File: src/rpa_pkg.sv
// Shared types, constants and helpers for the reference-counted page allocator.
// No dependencies; used by rpa_ctrl and refcount_page_allocator.
package rpa_pkg;

    // Geometry. PAGE_BYTES is taken to be a power of two.
    localparam int NUM_PAGES  = 512;
    localparam int PAGE_BYTES = 4096;

    localparam int PAGE_W   = $clog2(NUM_PAGES);
    localparam int OFFS_W   = $clog2(PAGE_BYTES);
    localparam int CNT_W    = 8;
    localparam logic [CNT_W-1:0] CNT_MAX = {CNT_W{1'b1}};

    // Occupancy bitmap: one bit per page, WORD_W pages per row.
    localparam int WORD_LOG = 5;
    localparam int WORD_W   = 1 << WORD_LOG;
    localparam int NUM_ROWS = (NUM_PAGES + WORD_W - 1) / WORD_W;
    localparam int ROW_W    = (NUM_ROWS > 1) ? $clog2(NUM_ROWS) : 1;

    // Page-number compare width: holds any page number and the 9-bit registers.
    localparam int CMP_W    = 17;

    // Field widths.
    localparam int CFG_W    = 9;
    localparam int CFG_IDX_W = 1;
    localparam int OP_W     = 2;
    localparam int DATA_W   = 32;
    localparam int PADDR_W  = 21;
    localparam int ST_W     = 2;
    localparam int IN_TDATA_W  = 64;
    localparam int OUT_TDATA_W = 24;

    localparam logic [CFG_W-1:0] FIRST_USER_RST = 9'd256;
    localparam logic [CFG_W-1:0] CONSOLE_RST    = 9'd184;

    localparam logic [CFG_IDX_W-1:0] CFG_FIRST_USER = 1'd0;
    localparam logic [CFG_IDX_W-1:0] CFG_CONSOLE    = 1'd1;

    typedef enum logic [OP_W-1:0] {
        OP_ALLOC  = 2'd0,
        OP_FREE   = 2'd1,
        OP_ADDREF = 2'd2,
        OP_NONE   = 2'd3
    } t_op;

    typedef enum logic [ST_W-1:0] {
        STAT_DONE    = 2'd0,
        STAT_NOPAGE  = 2'd1,
        STAT_TOOBIG  = 2'd2,
        STAT_IGNORED = 2'd3
    } t_status;

    typedef enum logic [2:0] {
        S_CLEAR,
        S_IDLE,
        S_SCAN_RD,
        S_SCAN_CHK,
        S_ALLOC_WR,
        S_OP_RD,
        S_OP_WR,
        S_RESP
    } t_state;

    typedef struct packed {
        logic              re;
        logic              we;
        logic [PAGE_W-1:0] addr;
        logic [CNT_W-1:0]  wdata;
    } t_cnt_port;

    typedef struct packed {
        logic              re;
        logic              we;
        logic [ROW_W-1:0]  addr;
        logic [WORD_W-1:0] wdata;
    } t_bmp_port;

    typedef struct packed {
        logic               valid;
        logic [PADDR_W-1:0] page_address;
        t_status            status;
    } t_result;

    // Page number may be handed out under the current register settings.
    function automatic logic f_allocatable(input logic [CMP_W-1:0] pg,
                                           input logic [CFG_W-1:0] first,
                                           input logic [CFG_W-1:0] console);
        return (pg >= CMP_W'(first)) && (pg != CMP_W'(console));
    endfunction

    function automatic logic [ROW_W-1:0] f_row(input logic [CMP_W-1:0] pg);
        logic [CMP_W-1:0] s;
        s = pg >> WORD_LOG;
        return s[ROW_W-1:0];
    endfunction

    function automatic logic [WORD_LOG-1:0] f_bit(input logic [CMP_W-1:0] pg);
        return pg[WORD_LOG-1:0];
    endfunction

endpackage

File: src/rpa_ctrl.sv
// Request sequencer: decode, bitmap scan, count read-modify-write, clear pass.
// Depends on rpa_pkg; drives the count RAM and bitmap RAM in the top level.
module rpa_ctrl (
    input  logic                             i_clk,
    input  logic                             i_rst_n,
    input  logic                             i_req_valid,
    output logic                             o_req_ready,
    input  logic [rpa_pkg::IN_TDATA_W-1:0]   i_req_data,
    input  logic [rpa_pkg::OP_W-1:0]         i_req_op,
    input  logic [rpa_pkg::CFG_W-1:0]        i_first_user,
    input  logic [rpa_pkg::CFG_W-1:0]        i_console,
    output rpa_pkg::t_result                 o_res,
    input  logic                             i_res_ready,
    output rpa_pkg::t_cnt_port               o_cnt,
    input  logic [rpa_pkg::CNT_W-1:0]        i_cnt_rdata,
    output rpa_pkg::t_bmp_port               o_bmp,
    input  logic [rpa_pkg::WORD_W-1:0]       i_bmp_rdata
);

    localparam int CW = rpa_pkg::CMP_W;

    rpa_pkg::t_state  r_state, n_state;
    rpa_pkg::t_op     r_op, n_op;
    rpa_pkg::t_status r_status, n_status;
    logic [rpa_pkg::PADDR_W-1:0] r_paddr, n_paddr;
    logic [rpa_pkg::PAGE_W-1:0]  r_page, n_page;
    logic [rpa_pkg::ROW_W-1:0]   r_row, n_row;
    logic [rpa_pkg::WORD_W-1:0]  r_row_data, n_row_data;
    logic [rpa_pkg::PAGE_W-1:0]  r_clr, n_clr;

    // request decode
    logic [rpa_pkg::DATA_W-1:0] req_bytes, req_addr, addr_page;
    logic                       addr_ok, too_big;
    logic [rpa_pkg::PAGE_W-1:0] req_page;
    rpa_pkg::t_op               req_op;

    // scan
    logic [rpa_pkg::WORD_W-1:0]   scan_mask;
    logic                         scan_hit;
    logic [rpa_pkg::WORD_LOG-1:0] scan_idx;
    logic [CW-1:0]                scan_page;
    logic [CW-1:0]                row_base;
    logic [63:0]                  paddr_wide;

    // count update
    logic [rpa_pkg::WORD_W-1:0] page_bit;
    logic [rpa_pkg::CNT_W-1:0]  cnt_dec, cnt_inc;

    always_comb begin
        req_op    = rpa_pkg::t_op'(i_req_op);
        req_bytes = i_req_data[31:0];
        req_addr  = i_req_data[63:32];
        addr_page = req_addr >> rpa_pkg::OFFS_W;
        req_page  = addr_page[rpa_pkg::PAGE_W-1:0];
        addr_ok   = (req_addr[rpa_pkg::OFFS_W-1:0] == '0)
                 && ({1'b0, addr_page} < 33'(rpa_pkg::NUM_PAGES));
        too_big   = {1'b0, req_bytes} > 33'(rpa_pkg::PAGE_BYTES);
    end

    // allocatable, nonzero-count-free pages of the row just read
    always_comb begin
        logic [CW-1:0] pg;
        row_base = CW'(r_row) << rpa_pkg::WORD_LOG;
        for (int b = 0; b < rpa_pkg::WORD_W; b++) begin
            pg = row_base | CW'(b);
            scan_mask[b] = !i_bmp_rdata[b] && (pg < CW'(rpa_pkg::NUM_PAGES))
                        && rpa_pkg::f_allocatable(pg, i_first_user, i_console);
        end
        scan_hit = 1'b0;
        scan_idx = '0;
        for (int b = rpa_pkg::WORD_W - 1; b >= 0; b--) begin
            if (scan_mask[b]) begin
                scan_hit = 1'b1;
                scan_idx = rpa_pkg::WORD_LOG'(b);
            end
        end
        scan_page = row_base | CW'(scan_idx);
    end

    always_comb begin
        page_bit   = rpa_pkg::WORD_W'(1) << rpa_pkg::f_bit(CW'(r_page));
        cnt_dec    = i_cnt_rdata - rpa_pkg::CNT_W'(1);
        cnt_inc    = (i_cnt_rdata == rpa_pkg::CNT_MAX) ? i_cnt_rdata
                                                       : i_cnt_rdata + rpa_pkg::CNT_W'(1);
        paddr_wide = 64'(r_page) << rpa_pkg::OFFS_W;
    end

    always_ff @(posedge i_clk) begin
        if (!i_rst_n) begin
            r_state <= rpa_pkg::S_CLEAR;
            r_clr   <= '0;
        end else begin
            r_state <= n_state;
            r_clr   <= n_clr;
        end
    end

    always_ff @(posedge i_clk) begin
        r_op       <= n_op;
        r_status   <= n_status;
        r_paddr    <= n_paddr;
        r_page     <= n_page;
        r_row      <= n_row;
        r_row_data <= n_row_data;
    end

    always_comb begin
        n_state    = r_state;
        n_clr      = r_clr;
        n_op       = r_op;
        n_status   = r_status;
        n_paddr    = r_paddr;
        n_page     = r_page;
        n_row      = r_row;
        n_row_data = r_row_data;
        o_req_ready = 1'b0;
        o_cnt       = '0;
        o_bmp       = '0;
        o_res.valid        = 1'b0;
        o_res.page_address = r_paddr;
        o_res.status       = r_status;

        unique case (r_state)
            rpa_pkg::S_CLEAR: begin
                o_cnt.we   = 1'b1;
                o_cnt.addr = r_clr;
                o_bmp.we   = 1'b1;
                o_bmp.addr = rpa_pkg::f_row(CW'(r_clr));
                n_clr      = r_clr + rpa_pkg::PAGE_W'(1);
                if (r_clr == rpa_pkg::PAGE_W'(rpa_pkg::NUM_PAGES - 1)) begin
                    n_state = rpa_pkg::S_IDLE;
                end
            end
            rpa_pkg::S_IDLE: begin
                o_req_ready = 1'b1;
                if (i_req_valid) begin
                    n_op     = req_op;
                    n_page   = req_page;
                    n_row    = rpa_pkg::f_row(CW'(req_page));
                    n_paddr  = '0;
                    n_status = rpa_pkg::STAT_IGNORED;
                    unique case (req_op)
                        rpa_pkg::OP_ALLOC: begin
                            if (too_big) begin
                                n_status = rpa_pkg::STAT_TOOBIG;
                                n_state  = rpa_pkg::S_RESP;
                            end else if (CW'(i_first_user) >= CW'(rpa_pkg::NUM_PAGES)) begin
                                n_status = rpa_pkg::STAT_NOPAGE;
                                n_state  = rpa_pkg::S_RESP;
                            end else begin
                                n_row   = rpa_pkg::f_row(CW'(i_first_user));
                                n_state = rpa_pkg::S_SCAN_RD;
                            end
                        end
                        rpa_pkg::OP_FREE: begin
                            // address zero is never freed
                            if (addr_ok && (req_addr != '0)
                                && rpa_pkg::f_allocatable(CW'(req_page), i_first_user,
                                                          i_console)) begin
                                n_state = rpa_pkg::S_OP_RD;
                            end else begin
                                n_state = rpa_pkg::S_RESP;
                            end
                        end
                        rpa_pkg::OP_ADDREF: begin
                            n_state = addr_ok ? rpa_pkg::S_OP_RD : rpa_pkg::S_RESP;
                        end
                        rpa_pkg::OP_NONE: begin
                            n_state = rpa_pkg::S_RESP;
                        end
                    endcase
                end
            end
            rpa_pkg::S_SCAN_RD: begin
                o_bmp.re   = 1'b1;
                o_bmp.addr = r_row;
                n_state    = rpa_pkg::S_SCAN_CHK;
            end
            rpa_pkg::S_SCAN_CHK: begin
                if (scan_hit) begin
                    n_page     = scan_page[rpa_pkg::PAGE_W-1:0];
                    n_row_data = i_bmp_rdata | (rpa_pkg::WORD_W'(1) << scan_idx);
                    n_state    = rpa_pkg::S_ALLOC_WR;
                end else if (r_row == rpa_pkg::ROW_W'(rpa_pkg::NUM_ROWS - 1)) begin
                    n_status = rpa_pkg::STAT_NOPAGE;
                    n_state  = rpa_pkg::S_RESP;
                end else begin
                    n_row   = r_row + rpa_pkg::ROW_W'(1);
                    n_state = rpa_pkg::S_SCAN_RD;
                end
            end
            rpa_pkg::S_ALLOC_WR: begin
                o_cnt.we    = 1'b1;
                o_cnt.addr  = r_page;
                o_cnt.wdata = rpa_pkg::CNT_W'(1);
                o_bmp.we    = 1'b1;
                o_bmp.addr  = r_row;
                o_bmp.wdata = r_row_data;
                n_paddr     = paddr_wide[rpa_pkg::PADDR_W-1:0];
                n_status    = rpa_pkg::STAT_DONE;
                n_state     = rpa_pkg::S_RESP;
            end
            rpa_pkg::S_OP_RD: begin
                o_cnt.re   = 1'b1;
                o_cnt.addr = r_page;
                o_bmp.re   = 1'b1;
                o_bmp.addr = r_row;
                n_state    = rpa_pkg::S_OP_WR;
            end
            rpa_pkg::S_OP_WR: begin
                o_cnt.addr = r_page;
                o_bmp.addr = r_row;
                if (r_op == rpa_pkg::OP_FREE) begin
                    if (i_cnt_rdata != '0) begin
                        o_cnt.we    = 1'b1;
                        o_cnt.wdata = cnt_dec;
                        o_bmp.we    = 1'b1;
                        o_bmp.wdata = (cnt_dec == '0) ? (i_bmp_rdata & ~page_bit)
                                                      : i_bmp_rdata;
                        n_status    = rpa_pkg::STAT_DONE;
                    end
                end else begin
                    o_cnt.we    = 1'b1;
                    o_cnt.wdata = cnt_inc;
                    o_bmp.we    = 1'b1;
                    o_bmp.wdata = i_bmp_rdata | page_bit;
                    n_status    = rpa_pkg::STAT_DONE;
                end
                n_state = rpa_pkg::S_RESP;
            end
            rpa_pkg::S_RESP: begin
                o_res.valid = 1'b1;
                if (i_res_ready) begin
                    n_state = rpa_pkg::S_IDLE;
                end
            end
            default: begin
                n_state = rpa_pkg::S_IDLE;
            end
        endcase
    end

endmodule

File: config.mk
export PLATFORM = sky130hd
export DESIGN_NAME = rpa_ctrl
export DESIGN_NICKNAME = d
export VERILOG_FILES = /design/src/rpa_pkg.sv /design/src/rpa_ctrl.sv
export SDC_FILE = /design/constraint.sdc
export NUM_CORES = 1
export LEC_CHECK = 0
export BUFFER_PORTS_ARGS = -buffer_cell sky130_fd_sc_hd__buf_2
export CAP_MARGIN = 15
export CORE_MARGIN = 5
export CORE_UTILIZATION = 48
export CTS_CLUSTER_DIAMETER = 60
export DETAILED_ROUTE_END_ITERATION = 8
export HOLD_SLACK_MARGIN = 0.06
export PLACE_DENSITY = 0.77
export SYNTH_ARGS = -nofsm -noshare
export SYNTH_HDL_FRONTEND = slang
export SYNTH_SLANG_ARGS = --single-unit
File: constraint.sdc
create_clock -name i_clk -period 4.7 [get_ports i_clk]
set_input_delay 0.705 -clock i_clk [delete_from_list [all_inputs] [get_ports i_clk]]
set_output_delay 0.705 -clock i_clk [all_outputs]
set_load 0.01 [all_outputs]
Yosys cells after proc, flatten, opt, wreduce, memory -nomap -nowiden
Cells that the tools add are included.
- bits in registers: 82
- input bits: 128
- output and inout bits: 82
- $add $sub $neg: 4
- $lt $le $gt $ge: 67
- equal/unequal tests: 55
- shift operators: 2
- muxes and demuxes: 110
- bitwise operators: 5
- reduce and logical (&&, ||, !) cells: 153
- operators by type and width (cell ; count):
    $lt A9 B10 Y1 const B ; 32
    $ge A9 B9 Y1 ; 33
    $ne A9 B9 Y1 ; 33
    $mux W5 ; 32
    $logic_and A1 B1 Y1 ; 100
    $mux W32 ; 3
    $or A32 B32 Y32 ; 2
    $pmux W32 S2 ; 1
    $shl A1 B5 Y32 const A ; 2
    $pmux W21 S2 ; 1
    $mux W1 ; 40
    $pmux W9 S2 ; 2
    $and A32 B32 Y32 ; 1
    $gt A32 B13 Y1 const B ; 1
    $logic_not A1 Y1 ; 32
    $not A32 Y32 ; 1
    $reduce_bool A32 Y1 ; 1
    $mux W8 ; 3
    $mux W21 ; 1
    $pmux W3 S7 ; 1
    $lt A20 B10 Y1 const B ; 1
    $mux W4 ; 5
    $mux W3 ; 6
    $mux W9 ; 2
    other kinds (35) ; 60

Logic depth before layout (Yosys ltp)
Gate-level depths: netlist of the first run.
- depth in word-level cells: 38
- depth in mapped cells: 14
- depth with buffers taken out: 11

Least setup slack after synthesis of the first run
Ideal clock, no wire load.
- kind: input -> register
- start point: input port i_first_user[8] in the netlist's numbering
- end point: register r_row_data[0] in the netlist's numbering, enable pin
- setup time: 421 ps
- arrival: 4223 ps
- data required time: 4279 ps
- setup slack: 56 ps
- stages: 13
- cells stage by stage: inv_1 -> ha_1 -> and2_1 -> buf_2 -> a211oi_1 -> a311o_1 -> a21oi_1 -> or4b_1 -> buf_2 -> nor3_4 -> and2_1 -> buf_4 -> nor2_1
- longest elaborated chain between the ends: 36
- elaborated cells on any way between the ends: 129
- ends and longest elaborated chain (what ; line ; text):
    start, declared ; rpa_ctrl.sv:10 ; input logic [rpa_pkg::CFG_W-1:0] i_first_user,
    $ge A9 B9 Y1 ; rpa_pkg.sv:88 ; return (pg >= CMP_W'(first)) && (pg != CMP_W'(console));
    $logic_and A1 B1 Y1 ; rpa_pkg.sv:88 ;
    $logic_and A1 B1 Y1 ; rpa_ctrl.sv:67 ; && rpa_pkg::f_allocatable(pg, i_first_user, i_console);
    $mux W1 (31 in a row) ; rpa_ctrl.sv:72 ; if (scan_mask[b]) begin
    $mux W1 (*) ; rpa_ctrl.sv:72 ;
    $reduce_and A2 Y1 (no line) (*) ; - ;
    end signal, assigned ; rpa_ctrl.sv:104 ; r_row_data <= n_row_data;
    end, declared ; rpa_ctrl.sv:28 ; logic [rpa_pkg::WORD_W-1:0] r_row_data, n_row_data;
Mark *: on every way between the ends. The rest lies on a longest branch, timed or not.
A chain may end at the register's enable or synchronous reset.

Final worst setup path of the first run
- start point: input port i_first_user[8] in the netlist's numbering
- end point: register r_status[1], enable pin
- longest elaborated chain between the ends: 37
- elaborated cells on any way between the ends: 130
- ends and longest elaborated chain (what ; line ; text):
    $ge A9 B9 Y1 ; rpa_pkg.sv:88 ;
    $logic_and A1 B1 Y1 ; rpa_pkg.sv:88 ;
    $logic_and A1 B1 Y1 ; rpa_ctrl.sv:67 ;
    $mux W1 (31 in a row) ; rpa_ctrl.sv:72 ;
    $mux W1 (*) ; rpa_ctrl.sv:72 ;
    $ne A2 B2 Y1 (no line) (*) ; - ;
    $reduce_and A5 Y1 (no line) (*) ; - ;
    end signal, assigned ; rpa_ctrl.sv:100 ; r_status <= n_status;
    end, declared ; rpa_ctrl.sv:24 ; rpa_pkg::t_status r_status, n_status;
Marked as above.

==> run_summary.xml, run 1 <==
<?xml version="1.0" encoding="UTF-8"?>
<metrics>
  <group name="synthesis">
    <metric name="syn_avg_cell_area" unit="um2">8.07</metric>
    <metric name="synth_cells" unit="">875</metric>
    <metric name="synth_warn" unit="">0</metric>
    <metric name="synth_top_flop_cell" unit="">edfxtp_1</metric>
    <metric name="ys_ff_latch" unit="">70</metric>
    <metric name="yosysSeqAreaShare" unit="%">28.1</metric>
    <metric name="synth_enable_flop_cells" unit="">58</metric>
    <metric name="mappedNetlistArea" unit="um2">7060</metric>
    <metric name="synth.lib_cells_used.distinct" unit="">91</metric>
    <metric name="postSynth.asyncResetShare" unit="%">0</metric>
  </group>
  <group name="global_route">
    <metric name="grt_max_degree" unit="">44</metric>
    <metric name="grt_remaining_overflow" unit="">0</metric>
    <metric name="number_of_antenna_violations_at_the_first_check_in_global_routing" unit="">0</metric>
    <metric name="first_global_vias" unit="">7598</metric>
    <metric name="first_pass_grt_wire_length" unit="mm">41.8</metric>
    <metric name="groute.usage.overall" unit="%">29.3</metric>
  </group>
  <group name="sta">
    <metric name="timing.final.crit_share" unit="%">88.2</metric>
    <metric name="timing_hold_violations_final" unit="">0</metric>
    <metric name="slew-limit-headroom" unit="%">19.2</metric>
    <metric name="fin_skew" unit="ns">0.0136</metric>
    <metric name="rsz0062_at_grt" unit="">false</metric>
    <metric name="drv_slew" unit="">0</metric>
    <metric name="tns" unit="ns">0</metric>
    <metric name="timing.final.setup_violations" unit="">0</metric>
    <metric name="tightestPinTransition" unit="ns">1.21</metric>
    <metric name="timing.fmax" unit="MHz">241</metric>
    <metric name="worst_slack" unit="ns">0.554</metric>
    <metric name="min_period" unit="ns">4.15</metric>
  </group>
  <group name="place">
    <metric name="hpwlAfterDp" unit="mm">20.8</metric>
    <metric name="placement.setup.worst_slack" unit="ns">0.217</metric>
    <metric name="gpl.final_weighted_congestion" unit="">1.06</metric>
    <metric name="cell_area_reported_after_detailed_placement" unit="um2">8170</metric>
    <metric name="portBuffers" unit="">197</metric>
  </group>
  <group name="hold_path">
    <metric name="hold_end" unit="">r_clr[5]</metric>
    <metric name="timing.hold.worst_path_depth" unit="">2</metric>
    <metric name="hold_path_class" unit="">flop to flop</metric>
    <metric name="holdCritStartpoint" unit="">r_clr[5]</metric>
  </group>
  <group name="drt">
    <metric name="met2_wirelength" unit="mm">11.6</metric>
    <metric name="routed_wire_length_per_instance" unit="um">21.6</metric>
    <metric name="vias_per_cell" unit="">6.46</metric>
    <metric name="route.vias.total" unit="">8029</metric>
    <metric name="wl_met3" unit="mm">3.18</metric>
    <metric name="highest_layer" unit="">met4</metric>
    <metric name="wl_met1" unit="mm">10.9</metric>
    <metric name="routed_wirelength" unit="mm">26.8</metric>
    <metric name="first_pass_drt_iterations" unit="">6</metric>
    <metric name="initialDrtViolationCount" unit="">1154</metric>
    <metric name="final_antenna_net_count" unit="">0</metric>
    <metric name="drcViolationCount" unit="">0</metric>
  </group>
  <group name="worst_setup_path">
    <metric name="r2r-start" unit="">r_row[2]</metric>
    <metric name="worstRegToRegCells" unit="">12</metric>
    <metric name="arrival" unit="ns">4.19</metric>
    <metric name="worst-r2r-setup-slack" unit="ns">0.63</metric>
    <metric name="critical_path_required" unit="ns">4.74</metric>
    <metric name="path_class" unit="">primary input to flop</metric>
    <metric name="capturing_element_type_of_the_critical_path" unit="">flop</metric>
    <metric name="r2r_end" unit="">r_status[1]</metric>
    <metric name="worstPathMaxFanout" unit="">12</metric>
    <metric name="critical_path.startpoint_type" unit="">primary input</metric>
  </group>
  <group name="clocking">
    <metric name="cts.path.max_buffers" unit="">2</metric>
    <metric name="cts_made_buffers" unit="">9</metric>
    <metric name="h-tree-depth" unit="">3</metric>
    <metric name="clk-insertion-delay-late" unit="ns">0.34</metric>
    <metric name="clkSinkCount" unit="">70</metric>
    <metric name="clk_pin_slew" unit="ns">0.07</metric>
    <metric name="post_cts_buffers" unit="">0</metric>
    <metric name="post_cts_hold_buffer_count" unit="">0</metric>
    <metric name="cts.repair.resized" unit="">0</metric>
    <metric name="cts_root_buf" unit="">clkbuf_16</metric>
    <metric name="cts_tree" unit="">yes</metric>
  </group>
  <group name="job">
    <metric name="max-cap-violations" unit="">0</metric>
  </group>
  <group name="floorplanning">
    <metric name="start_util" unit="%">48.8</metric>
    <metric name="ioPinCount" unit="">210</metric>
    <metric name="chipHeight" unit="um">131</metric>
    <metric name="die_w" unit="um">131</metric>
    <metric name="floorplan.rows" unit="">44</metric>
    <metric name="die-area" unit="um2">17200</metric>
    <metric name="floorplan.core_area" unit="um2">14500</metric>
  </group>
  <group name="power">
    <metric name="power.density_cell_area" unit="nW/um2">368</metric>
    <metric name="leakage" unit="nW">3.59</metric>
    <metric name="post-layout-total-power" unit="mW">3.11</metric>
    <metric name="worst_ir_drop_vdd" unit="uV">257</metric>
  </group>
  <group name="finish">
    <metric name="design_area" unit="um2">8450</metric>
    <metric name="postLayoutCoreUtil" unit="%">58.4</metric>
    <metric name="drive_gt1_share" unit="%">27.8</metric>
    <metric name="nets" unit="">1201</metric>
    <metric name="synthToLayoutAreaGrowth" unit="%">19.7</metric>
    <metric name="seqCellArea" unit="um2">1980</metric>
    <metric name="area_of_the_multi_input_gates" unit="um2">4700</metric>
    <metric name="fillers" unit="">1392</metric>
    <metric name="insertedDiodeCount" unit="">0</metric>
  </group>
  <group name="run_status">
    <metric name="run_status" unit="">finished clean</metric>
  </group>
</metrics>
## power breakdown
part | internal [mW] | switching (mW) | total (mW)
Sequential | 0.812 | 0.128 | 0.940
Clock | 0.365 | 0.285 | 0.650
Combinational | 0.562 | 0.961 | 1.52
## flip-flops by register name, indices dropped and copies added, names as in the netlist
register	count
r_row	4
r_row_data	32
r_page	9
r_clr	9
r_op	2
r_status	2
r_state	3
r_paddr	9
## routing by layer
| layer | track usage, % | vias to the layer above |
|---|---|---|
| met5 | 0 | - |
| met2 | 43.5 | 563 |
| li1 | - | 3698 |
| met1 | 39.7 | 3665 |
| met4 | 12.6 | 0 |
| met3 | 8.72 | 103 |
## critical path: stages
cell and delay (ns):
buf_2 0.09, inv_1 0.05, ha_1 0.39, and2_1 0.22, a21oi_2 0.55, a31oi_1 0.34
o41ai_1 0.38, nand3_1 0.22, nor4b_1 0.36, buf_4 0.18, and2_1 0.22, buf_4 0.17
a31oi_1 0.08, o21ai_1 0.23
## per-stage QoR
stage | hold WS (ns) | std cells
floorplan | 0.481 | 886
global placement | 0.515 | 1225
detailed placement | 0.527 | 1225
CTS | 0.540 | 1241
global route | 0.555 | 1242
finish | 0.549 | 1242
## worst max path at each step
stage | from | end | slack, ns | depth (start not counted)
6_report | i_first_user[8] | r_status[1] | 0.55 | 14
5_1_grt | i_first_user[8] | r_status[1] | 0.28 | 15
4_1_cts | i_first_user[8] | r_page[1] | 0.56 | 13
3_5_place_dp | i_first_user[8] | r_page[2] | 0.22 | 13
3_3_place_gp | i_first_user[8] | r_row[2] | 0.35 | 14
2_1_floorplan | i_first_user[8] | r_row_data[0] | 0.06 | 13
## cell usage after synthesis, types with 18 or more instances
cell type / number / share of area, %
a21o_1: 26 / 2.8
nand2_1: 86 / 4.6
a21oi_1: 66 / 4.7
nor3_1: 18 / 1.3
ha_1: 20 / 3.5
o31ai_1: 25 / 2.7
nand3_1: 30 / 2.1
buf_4: 20 / 2.1
nor2_1: 78 / 4.1
o21ai_0: 34 / 2.4
and2_1: 26 / 2.3
edfxtp_1: 58 / 25
a211oi_1: 19 / 2.0
clkbuf_1: 35 / 1.9
## logic make-up (layout without fill, tap and decap cells)
kind of cell,Yosys count,in the layout,synth area share [%]
and+or+nand+nor,345,345,25.6
AOI/OAI and AO/OA,316,316,31.9
buffers and inverters,87,259,6.06
DFF,70,70,28.1
xor gates and xnor gates,26,26,3.33
adders and majority gates,20,20,3.54
muxes,10,10,1.49
other,1,12,0.0531
## layout make-up
type / count / share of cell area (%)
inverter: 18 / 0.799
clock inverter: 7 / 0.651
timing repair buffer: 225 / 14.1
tap: 184 / 2.72
sequential: 70 / 23.4
clock buffer: 9 / 2.66
multi-input combinational: 729 / 55.6
## cell usage in the layout, fill, tap and decap left out, drive strengths merged, types with 6 or more instances in the layout
cell      n
o21ai    40
o31ai    25
a21oi    67
a221oi    7
nor3     21
or2       7
dfxtp    12
nor2b    10
xnor2    11
a21o     26
ha       20
mux2i     6
nand3    31
inv      22
nand3b    9
a22oi     8
nor2     78
nand4    11
and2     29
o211ai   13
conb     12
nand2    87
nor4     15
a211oi   20
edfxtp   58
a31o     19
nor3b    12
and3     11
a31oi    16
a22o     10
clkbuf    9
buf     225
a41o     10
xor2     15
No activity file was read; power rests on OpenSTA's default activity.
==> inputs of run 2 (changes only) <==
- BUFFER_PORTS_ARGS: -buffer_cell sky130_fd_sc_hd__buf_2 -> not set
- CELL_PAD_IN_SITES_DETAIL_PLACEMENT: not set -> 1
- CELL_PAD_IN_SITES_GLOBAL_PLACEMENT: not set -> 1
- CORE_UTILIZATION: 48 -> 43
- DONT_BUFFER_PORTS: not set -> 1
==> run 2 against run 1 <==
Non-clock buffer count down 184; critical path depth shrank 2; critical path type unchanged; final area shrank 9.6%.
==> run_summary.xml, run 2 (synthesis gave the netlist of run 1 again) <==
<?xml version="1.0" encoding="UTF-8"?>
<metrics>
  <group name="run_status">
    <metric name="run_status" unit="">finished clean</metric>
  </group>
  <group name="global_route">
    <metric name="first_global_vias" unit="">7743</metric>
    <metric name="global_route.peak_usage_layer" unit="">met2</metric>
    <metric name="number_of_antenna_violations_at_the_first_check_in_global_routing" unit="">2</metric>
    <metric name="gr-usage-met2" unit="%">49.8</metric>
    <metric name="grt_max_degree" unit="">44</metric>
    <metric name="grt.met3_usage" unit="%">7.10</metric>
    <metric name="grt_remaining_overflow" unit="">0</metric>
    <metric name="first_pass_grt_wire_length" unit="mm">46.2</metric>
    <metric name="groute.usage.overall" unit="%">30.3</metric>
    <metric name="groute.layer.met1.usage" unit="%">39.3</metric>
  </group>
  <group name="floorplanning">
    <metric name="die_w" unit="um">138</metric>
    <metric name="start_util" unit="%">44.1</metric>
    <metric name="floorplan.core_area" unit="um2">16000</metric>
    <metric name="ioPinCount" unit="">210</metric>
    <metric name="chipHeight" unit="um">138</metric>
    <metric name="die-area" unit="um2">19100</metric>
    <metric name="floorplan.rows" unit="">46</metric>
  </group>
  <group name="place">
    <metric name="gpl.final_weighted_congestion" unit="">0.961</metric>
    <metric name="placement.setup.worst_slack" unit="ns">0.0631</metric>
    <metric name="hpwlAfterDp" unit="mm">24.1</metric>
    <metric name="numPlacedInstances" unit="">1073</metric>
    <metric name="cell_area_reported_after_detailed_placement" unit="um2">7340</metric>
    <metric name="portBuffers" unit="">0</metric>
  </group>
  <group name="finish">
    <metric name="seqCellArea" unit="um2">1980</metric>
    <metric name="final_cell_count_no_fill" unit="">1090</metric>
    <metric name="drive_gt1_share" unit="%">12.5</metric>
    <metric name="final_common_cell" unit="">nand2_1</metric>
    <metric name="layout.cells.most_common_list" unit="">86 x nand2_1, 77 x nor2_1, 66 x a21oi_1</metric>
    <metric name="largest_reg_flops" unit="">32</metric>
    <metric name="synthToLayoutAreaGrowth" unit="%">8.20</metric>
    <metric name="postLayoutCoreUtil" unit="%">47.7</metric>
    <metric name="design_area" unit="um2">7640</metric>
    <metric name="nets" unit="">1017</metric>
    <metric name="fillers" unit="">1989</metric>
    <metric name="insertedDiodeCount" unit="">0</metric>
    <metric name="register_containing_the_most_flip_flops_in_the_final_layout" unit="">r_row_data</metric>
    <metric name="area_of_the_multi_input_gates" unit="um2">4700</metric>
  </group>
  <group name="drt">
    <metric name="final_antenna_net_count" unit="">0</metric>
    <metric name="vias_per_cell" unit="">6.97</metric>
    <metric name="route.vias.total" unit="">7596</metric>
    <metric name="routed_wirelength" unit="mm">30.4</metric>
    <metric name="first_pass_drt_iterations" unit="">5</metric>
    <metric name="initialDrtViolationCount" unit="">717</metric>
    <metric name="routed_wire_length_per_instance" unit="um">27.9</metric>
    <metric name="drcViolationCount" unit="">0</metric>
  </group>
  <group name="sta">
    <metric name="fin_skew" unit="ns">0.00634</metric>
    <metric name="min_period" unit="ns">4.24</metric>
    <metric name="drv_slew" unit="">0</metric>
    <metric name="timing.fmax" unit="MHz">236</metric>
    <metric name="slew-limit-headroom" unit="%">28.1</metric>
    <metric name="hold_slack" unit="ns">0.457</metric>
    <metric name="tns" unit="ns">0</metric>
    <metric name="timing.final.crit_share" unit="%">90.3</metric>
    <metric name="worst_slack" unit="ns">0.458</metric>
    <metric name="rsz0062_at_grt" unit="">false</metric>
    <metric name="timing_hold_violations_final" unit="">0</metric>
    <metric name="timing.final.setup_violations" unit="">0</metric>
    <metric name="tightestPinTransition" unit="ns">1.08</metric>
  </group>
  <group name="clocking">
    <metric name="cts.path.max_buffers" unit="">2</metric>
    <metric name="clkSinkCount" unit="">70</metric>
    <metric name="h-tree-depth" unit="">3</metric>
    <metric name="cts.repair.resized" unit="">0</metric>
    <metric name="post_cts_buffers" unit="">0</metric>
    <metric name="cts_tree" unit="">yes</metric>
    <metric name="clk-insertion-delay-late" unit="ns">0.34</metric>
    <metric name="clk_pin_slew" unit="ns">0.06</metric>
    <metric name="cts_made_buffers" unit="">9</metric>
    <metric name="post_cts_hold_buffer_count" unit="">0</metric>
    <metric name="cts_root_buf" unit="">clkbuf_16</metric>
  </group>
  <group name="power">
    <metric name="worst_ir_drop_vdd" unit="uV">193</metric>
    <metric name="leakage" unit="nW">2.81</metric>
    <metric name="power.density_cell_area" unit="nW/um2">391</metric>
    <metric name="post-layout-total-power" unit="mW">2.99</metric>
  </group>
  <group name="job">
    <metric name="max-cap-violations" unit="">0</metric>
  </group>
  <group name="worst_setup_path">
    <metric name="path_class" unit="">primary input to flop</metric>
    <metric name="critical_path_required" unit="ns">4.70</metric>
    <metric name="capturing_element_type_of_the_critical_path" unit="">flop</metric>
    <metric name="worstPathMaxFanout" unit="">13</metric>
    <metric name="arrival" unit="ns">4.24</metric>
    <metric name="critical_path.startpoint_type" unit="">primary input</metric>
  </group>
  <group name="hold_path">
    <metric name="hold_path_class" unit="">primary input to flop</metric>
  </group>
</metrics>
run 2: cell types whose count changed in the layout (fill, tap and decap cells not counted), moves of 2 or more:
cell       before  now
buf_4          27   39
clkbuf_1        0    2
clkbuf_16       9   11
inv_6           2    0
clkinv_2        1    3
inv_4           2    0
buf_2         198    1
run 2: metal layers:
| layer | share of wire, % | vias up |
|---|---|---|
| met3 | 8.9 | 79 |
| met4 | 3.2 | 4 |
| met5 | 0.082 | - |
| met2 | 47 | 400 |
| li1 | - | 3337 |
| met1 | 41 | 3776 |
run 2: worst max-delay path, cell delays in order:
cell      delay, ns
inv_1          0.04
ha_1           0.36
and2_1         0.34
a21oi_2        0.57
buf_4          0.25
a31oi_1        0.13
o21ai_0        0.28
o211ai_1       0.19
nor4b_1        0.54
and2_1         0.32
a31oi_1        0.13
nor2_1         0.38
run 2: path summary, 6_finish.rpt:
| kind | slack, ns | depth (start not counted) | from | to |
|---|---|---|---|---|
| max | 0.46 | 12 | i_first_user[7] | r_row[1] |
| min reg2reg | 0.56 | 2 | r_clr[5] | r_clr[5] |
| max reg2reg | 0.47 | 11 | r_row[2] | r_row[1] |
| min | 0.46 | 0 | i_req_op[1] | r_op[1] |
run 2: area by class of cell:
cell class | count | share of cell area (%)
multi-input cells | 729 | 61.6
flip-flops and latches | 70 | 25.9
repair buffers | 41 | 4.16
clock buffers | 13 | 3.70
well taps | 216 | 3.54
inverters | 18 | 0.884
clock inverters | 3 | 0.197
run 2: where the power goes:
group | total (mW) | internal, mW | switching, mW
Sequential | 0.966 | 0.814 | 0.153
Clock | 0.683 | 0.419 | 0.264
Combinational | 1.34 | 0.452 | 0.888
